<file path="src/hdl/dpa_pkg.sv">
// ----------------------------------------------------------------------------
// dpa_pkg
// Shared types and constants of the dynamic partition allocator.
// ----------------------------------------------------------------------------
package dpa_pkg;

    localparam int MAX_PARTS_DEF = 64;
    localparam int ADDR_W        = 16;
    localparam int LEN_W         = 17;
    localparam int ORD_W         = 16;
    localparam int STAMP_W       = 32;
    localparam int FAIL_W        = 8;
    localparam int CFG_IDX_W     = 3;
    localparam int CFG_DATA_W    = 17;

    localparam logic [LEN_W-1:0] MEM_SIZE_MAX = LEN_W'(65536);
    localparam logic [LEN_W-1:0] MEM_SIZE_RST = LEN_W'(4096);
    localparam logic [LEN_W-1:0] MIN_SIZE_RST = LEN_W'(64);
    localparam logic [FAIL_W-1:0] FREQ_RST    = FAIL_W'(2);
    localparam logic [FAIL_W-1:0] FAIL_SAT    = '1;

    // register indexes
    localparam logic [CFG_IDX_W-1:0] REG_MEM_SIZE     = 3'd0;
    localparam logic [CFG_IDX_W-1:0] REG_MIN_PART     = 3'd1;
    localparam logic [CFG_IDX_W-1:0] REG_FIT_MODE     = 3'd2;
    localparam logic [CFG_IDX_W-1:0] REG_VICTIM_MODE  = 3'd3;
    localparam logic [CFG_IDX_W-1:0] REG_COMPACT_FREQ = 3'd4;

    // actions
    localparam logic [1:0] ACT_ALLOC   = 2'd0;
    localparam logic [1:0] ACT_EVICT   = 2'd1;
    localparam logic [1:0] ACT_COMPACT = 2'd2;

    // result status
    localparam logic [1:0] STS_OK       = 2'd0;
    localparam logic [1:0] STS_TOO_BIG  = 2'd1;
    localparam logic [1:0] STS_NO_SPACE = 2'd2;
    localparam logic [1:0] STS_NO_BUSY  = 2'd3;

    typedef struct packed {
        logic [ADDR_W-1:0]  start;
        logic [LEN_W-1:0]   len;
        logic               busy;
        logic [ORD_W-1:0]   order;
        logic [STAMP_W-1:0] stamp;
    } part_rec_t;

    typedef struct packed {
        logic accept;
        logic scan;
        logic decide;
        logic shift;
        logic split_wr;
        logic grant_wr;
        logic evict_wr;
        logic compact;
        logic tail_wr;
    } dpa_cmd_t;

    typedef struct packed {
        logic       loop_done;
        logic       shift_done;
        logic [1:0] action;
        logic       too_big;
        logic       pick_v;
        logic       split;
        logic       fail_compact;
        logic       vic_v;
    } dpa_stat_t;

endpackage

</file>
<file path="src/hdl/dpa_ctrl.sv">
// ----------------------------------------------------------------------------
// dpa_ctrl
// Sequencer: scan, decide, then shift/split/grant (or grant alone), evict or compact.
// ----------------------------------------------------------------------------
module dpa_ctrl
    import dpa_pkg::*;
(
    input  logic      aclk,
    input  logic      aresetn,
    input  logic      in_valid,
    output logic      in_ready,
    input  logic      out_free,
    output logic      out_load,
    input  dpa_stat_t stat,
    output dpa_cmd_t  cmd
);

    typedef enum logic [9:0] {
        ST_IDLE    = 10'b0000000001,
        ST_SCAN    = 10'b0000000010,
        ST_DECIDE  = 10'b0000000100,
        ST_SHIFT   = 10'b0000001000,
        ST_SPLIT   = 10'b0000010000,
        ST_GRANT   = 10'b0000100000,
        ST_EVICT   = 10'b0001000000,
        ST_COMPACT = 10'b0010000000,
        ST_TAIL    = 10'b0100000000,
        ST_DONE    = 10'b1000000000
    } state_t;

    state_t state_reg, state_next;

    always_comb begin
        state_next = state_reg;
        cmd        = '0;
        in_ready   = 1'b0;
        out_load   = 1'b0;
        case (state_reg)
            ST_IDLE: begin
                in_ready = 1'b1;
                if (in_valid) begin
                    cmd.accept = 1'b1;
                    state_next = ST_SCAN;
                end
            end
            ST_SCAN: begin
                cmd.scan = 1'b1;
                if (stat.loop_done)
                    state_next = ST_DECIDE;
            end
            ST_DECIDE: begin
                cmd.decide = 1'b1;
                case (stat.action)
                    ACT_ALLOC: begin
                        if (stat.too_big)
                            state_next = ST_DONE;
                        else if (stat.pick_v)
                            state_next = stat.split ? ST_SHIFT : ST_GRANT;
                        else if (stat.fail_compact)
                            state_next = ST_COMPACT;
                        else
                            state_next = stat.vic_v ? ST_EVICT : ST_DONE;
                    end
                    ACT_EVICT:   state_next = stat.vic_v ? ST_EVICT : ST_DONE;
                    ACT_COMPACT: state_next = ST_COMPACT;
                    default:     state_next = ST_DONE;
                endcase
            end
            ST_SHIFT: begin
                cmd.shift = 1'b1;
                if (stat.shift_done)
                    state_next = ST_SPLIT;
            end
            ST_SPLIT: begin
                cmd.split_wr = 1'b1;
                state_next   = ST_GRANT;
            end
            ST_GRANT: begin
                cmd.grant_wr = 1'b1;
                state_next   = ST_DONE;
            end
            ST_EVICT: begin
                cmd.evict_wr = 1'b1;
                state_next   = ST_DONE;
            end
            ST_COMPACT: begin
                cmd.compact = 1'b1;
                if (stat.loop_done)
                    state_next = ST_TAIL;
            end
            ST_TAIL: begin
                cmd.tail_wr = 1'b1;
                state_next  = ST_DONE;
            end
            ST_DONE: begin
                // hold the result until the output register frees up
                if (out_free) begin
                    out_load   = 1'b1;
                    state_next = ST_IDLE;
                end
            end
            default: state_next = ST_IDLE;
        endcase
    end

    always_ff @(posedge aclk) begin
        if (!aresetn)
            state_reg <= ST_IDLE;
        else
            state_reg <= state_next;
    end

endmodule

</file>
<file path="config.mk">
export PLATFORM = sky130hd
export DESIGN_NAME = dpa_ctrl
export DESIGN_NICKNAME = d
export VERILOG_FILES = /design/src/hdl/dpa_pkg.sv /design/src/hdl/dpa_ctrl.sv
export SDC_FILE = /design/constraint.sdc
export NUM_CORES = 1
export LEC_CHECK = 0
export BUFFER_PORTS_ARGS = -buffer_cell sky130_fd_sc_hd__buf_2
export CAP_MARGIN = 30
export CORE_MARGIN = 10
export CORE_UTILIZATION = 40
export CTS_CLUSTER_SIZE = 16
export DETAILED_ROUTE_END_ITERATION = 10
export GPL_TIMING_DRIVEN = 0
export PLACE_DENSITY = 0.66
export SYNTH_ARGS = -nofsm -noshare
export SYNTH_HDL_FRONTEND = slang
export SYNTH_SLANG_ARGS = --single-unit
</file>
<file path="constraint.sdc">
create_clock -name aclk -period 2.3 [get_ports aclk]
set_input_delay 0.69 -clock aclk [delete_from_list [all_inputs] [get_ports aclk]]
set_output_delay 0.69 -clock aclk [all_outputs]
set_load 0.01 [all_outputs]
</file>
==> results by group <==
Route
  • Initial DRT Pass Iterations: 4
  • Detail Route Antenna Nets: 0
  • Final WL: between 2000 and 2500 um
  • WL/cell: ~15 um
  • Via Count: slightly below 800
  • DR iter-0 viols: 20
  • Remaining DRCs: 0
  • Via density: 5.76

Final layout
  • Area Growth Syn to Fin: 43.1%
  • Max reg flops: 10
  • Ant diodes: 0
  • Most frequent cells in the layout: buf_2, nor2_1, buf_4
  • Nets@finish: approximately 130
  • Layout Cells excl Fill: approximately 140
  • Most common cell after layout, fill and taps aside: buf_2
  • Share of cells above drive strength 1: 0.454

Global routing
  • Initial antenna violation count: 0
  • GR Util met3: 0.0412
  • GR peak layer: met2
  • Global-route wire length before repair: a little over 3000 um
  • GRT Total Usage: 0.106
  • Met1 GRT Util: 0.126
  • Largest net degree at the start of global routing: 10
  • Vias in the first global route: 715
  • Grt met2 use: 0.157
  • Gr ovfl total: 0

CTS
  • CTS sink count: 10
  • Clk pin slew, worst setup/hold paths: ~70 ps
  • CTS buffer count: 3
  • H-tree Lvls: 1
  • Max clock buf depth: 2
  • CTS tree: built
  • Clk Latency, worst-skew pair: approximately 270 ps
  • CTS root buf: clkbuf_4

Placed design
  • Hpwl dp: 1380 um
  • IO buf count: 23
  • Placed Instances: ~130
  • Pre-CTS setup slack: approximately 150 ps
  • Final GP Congestion: 0.835

Timing
  • RSZ-0062 raised after global routing: yes
  • Final min period: roughly 2300 ps
  • Final setup viols: 0
  • Worst setup margin: ~13 ps
  • Crit share post-route: 0.994
  • Worst-Margin Slew: 442 ps
  • Final Hold Fails: 0
  • Worst hold margin: a little over 500 ps
  • Setup TNS: 0 ps
  • Rel. slew slack: 0.701
  • Max-slew violation count: 0
  • Clock Skews: 4.79 ps
  • Highest Clock Rate: around 440 MHz

Yosys
  • Sequential area share after synthesis: 0.294
  • Prevailing post-synth register cell: dfxtp_1
  • Syn nets: 99
  • Number of synthesized register bits: 10
  • Synthesized area: 682 um2
  • Synth async-reset ratio: 0
  • Syn_area_per_cell: ~7.9 um2
  • EDFF count, synth: 0
  • Synth unique cells: 32
  • Ys Warns: 0
  • Syn Inst Count: 86

Power
  • Pleak: approximately 0.47 nW
  • Switching Fraction: 0.305
  • Peak supply drop: roughly 0.32 mV
  • Power Internal: roughly 0.30 mW
  • Seq pwr share: 0.442
  • Clock power frac: 0.286
  • Switching power: approximately 0.13 mW
  • Pwr Density: roughly 440 nW/um2
  • Gate power share: 0.272

Worst setup path
  • R2r setup slk: about 370 ps
  • Max incr delay on CP: ~520 ps
  • R2R Path End: state_reg[0]
  • CP Cell Sequence: buf_6 > or4b_4 > nor2_4 > and2_4 > buf_2
  • Crit. End Element: output port
  • Critical Path RT: 1610 ps
  • Slowest CP cell: or4b_4
  • Launch point of the worst reg-to-reg path: state_reg[6]
  • CP max FO: 8
  • Crit Path Class: register to output port
  • R2R depth: 7
  • Worst Setup Start Kind: register
  • Setup crit start: state_reg[3]
  • CP Capture Point: cmd[8]
  • Worst EP arrival: 1600 ps

Min path
  • Hold Crit Class: register to register

Floorplanning
  • Initial Util: 0.437
  • Full die area: approximately 3800 um2
  • Die width: 61.3 um
  • Die height: about 61 um
  • Core Area: about 1600 um2
  • FP Rows: 14
  • Ports: 24

Job
  • Max-cap violation count: 0

Status
  • Outcome: complete, no violations
-- power by group through the flow --
| stage | Combinational (mW) | Sequential [mW] | Clock (mW) |
|---|---|---|---|
| floorplan | 0.0605 | 0.188 | 0 |
| global placement | 0.0914 | 0.190 | 0 |
| detailed placement | 0.0920 | 0.190 | 0 |
| CTS | 0.0997 | 0.187 | 0.121 |
| global route | 0.126 | 0.191 | 0.131 |
| finish | 0.116 | 0.189 | 0.122 |
-- synth_stat cells, types with 3 or more instances --
cell      n  area, um2
dfxtp_1  10        200
nor4b_1   5       43.8
o21a_1    3       22.5
nor2_1   10       37.5
nor3_1    5       25.0
nand4_1   4       25.0
inv_1     5       18.8
o21ai_0   3       15.0
and3_1    3       18.8
nand2_1   5       18.8
a21oi_1   5       25.0
nand3_1   3       15.0
-- per-layer routing --
layer  vias up  share of wire
met5         -              0
met3         4          0.080
met1       359           0.44
met2        30           0.46
li1        385              -
met4         0          0.019
-- cell type report --
type	count	area, um2
sequential	10	213
multi-input combinational	69	513
clock buffer	3	22.5
buffer	1	11.3
fill	140	583
inverter	6	22.5
tap	16	20.0
timing repair buffer	30	174
-- critical path: cells and delay by family (launching register included) --
kind	cells	cell delay, ps
AND/OR/NAND/NOR	3	760
flip-flops	1	310
buffers and inverters	2	250
-- how the worst min path moves through the flow --
| stage | startpoint | to | slack, ps | cells after the start |
|---|---|---|---|---|
| after floorplan | state_reg[7] | state_reg[7] | 500 | 2 |
| after global placement | state_reg[7] | state_reg[7] | 530 | 2 |
| after detailed placement | state_reg[7] | state_reg[7] | 530 | 2 |
| after CTS | state_reg[7] | state_reg[7] | 540 | 2 |
| after global routing | state_reg[7] | state_reg[7] | 560 | 2 |
| final | state_reg[7] | state_reg[7] | 520 | 2 |
-- logic make-up (layout without fill, tap and decap cells) --
logic type / count (synthesis) / count (layout) / synth area share
buffers and inverters: 7 / 40 / 0.0404
and+or+nand+nor: 46 / 46 / 0.418
DFF: 10 / 10 / 0.294
AOI/OAI and AO/OA: 21 / 21 / 0.222
xor gates and xnor gates: 2 / 2 / 0.0257
-- through the flow --
step | utilization | cell area, um2 | total power, mW
2_1_floorplan | - | 682 | 0.248
3_3_place_gp | 0.524 | 817 | 0.281
3_5_place_dp | 0.524 | 817 | 0.282
4_1_cts | 0.563 | 878 | 0.408
5_1_grt | 0.626 | 976 | 0.448
6_report | 0.626 | 976 | 0.428
-- repair_timing --
action	CTS	global route
setup endpoints to repair	6	10
resized for setup	5	18
setup buffers	3	4
pin swaps	1	4
hold buffers	0	0
(Power assumes the default switching activity.)
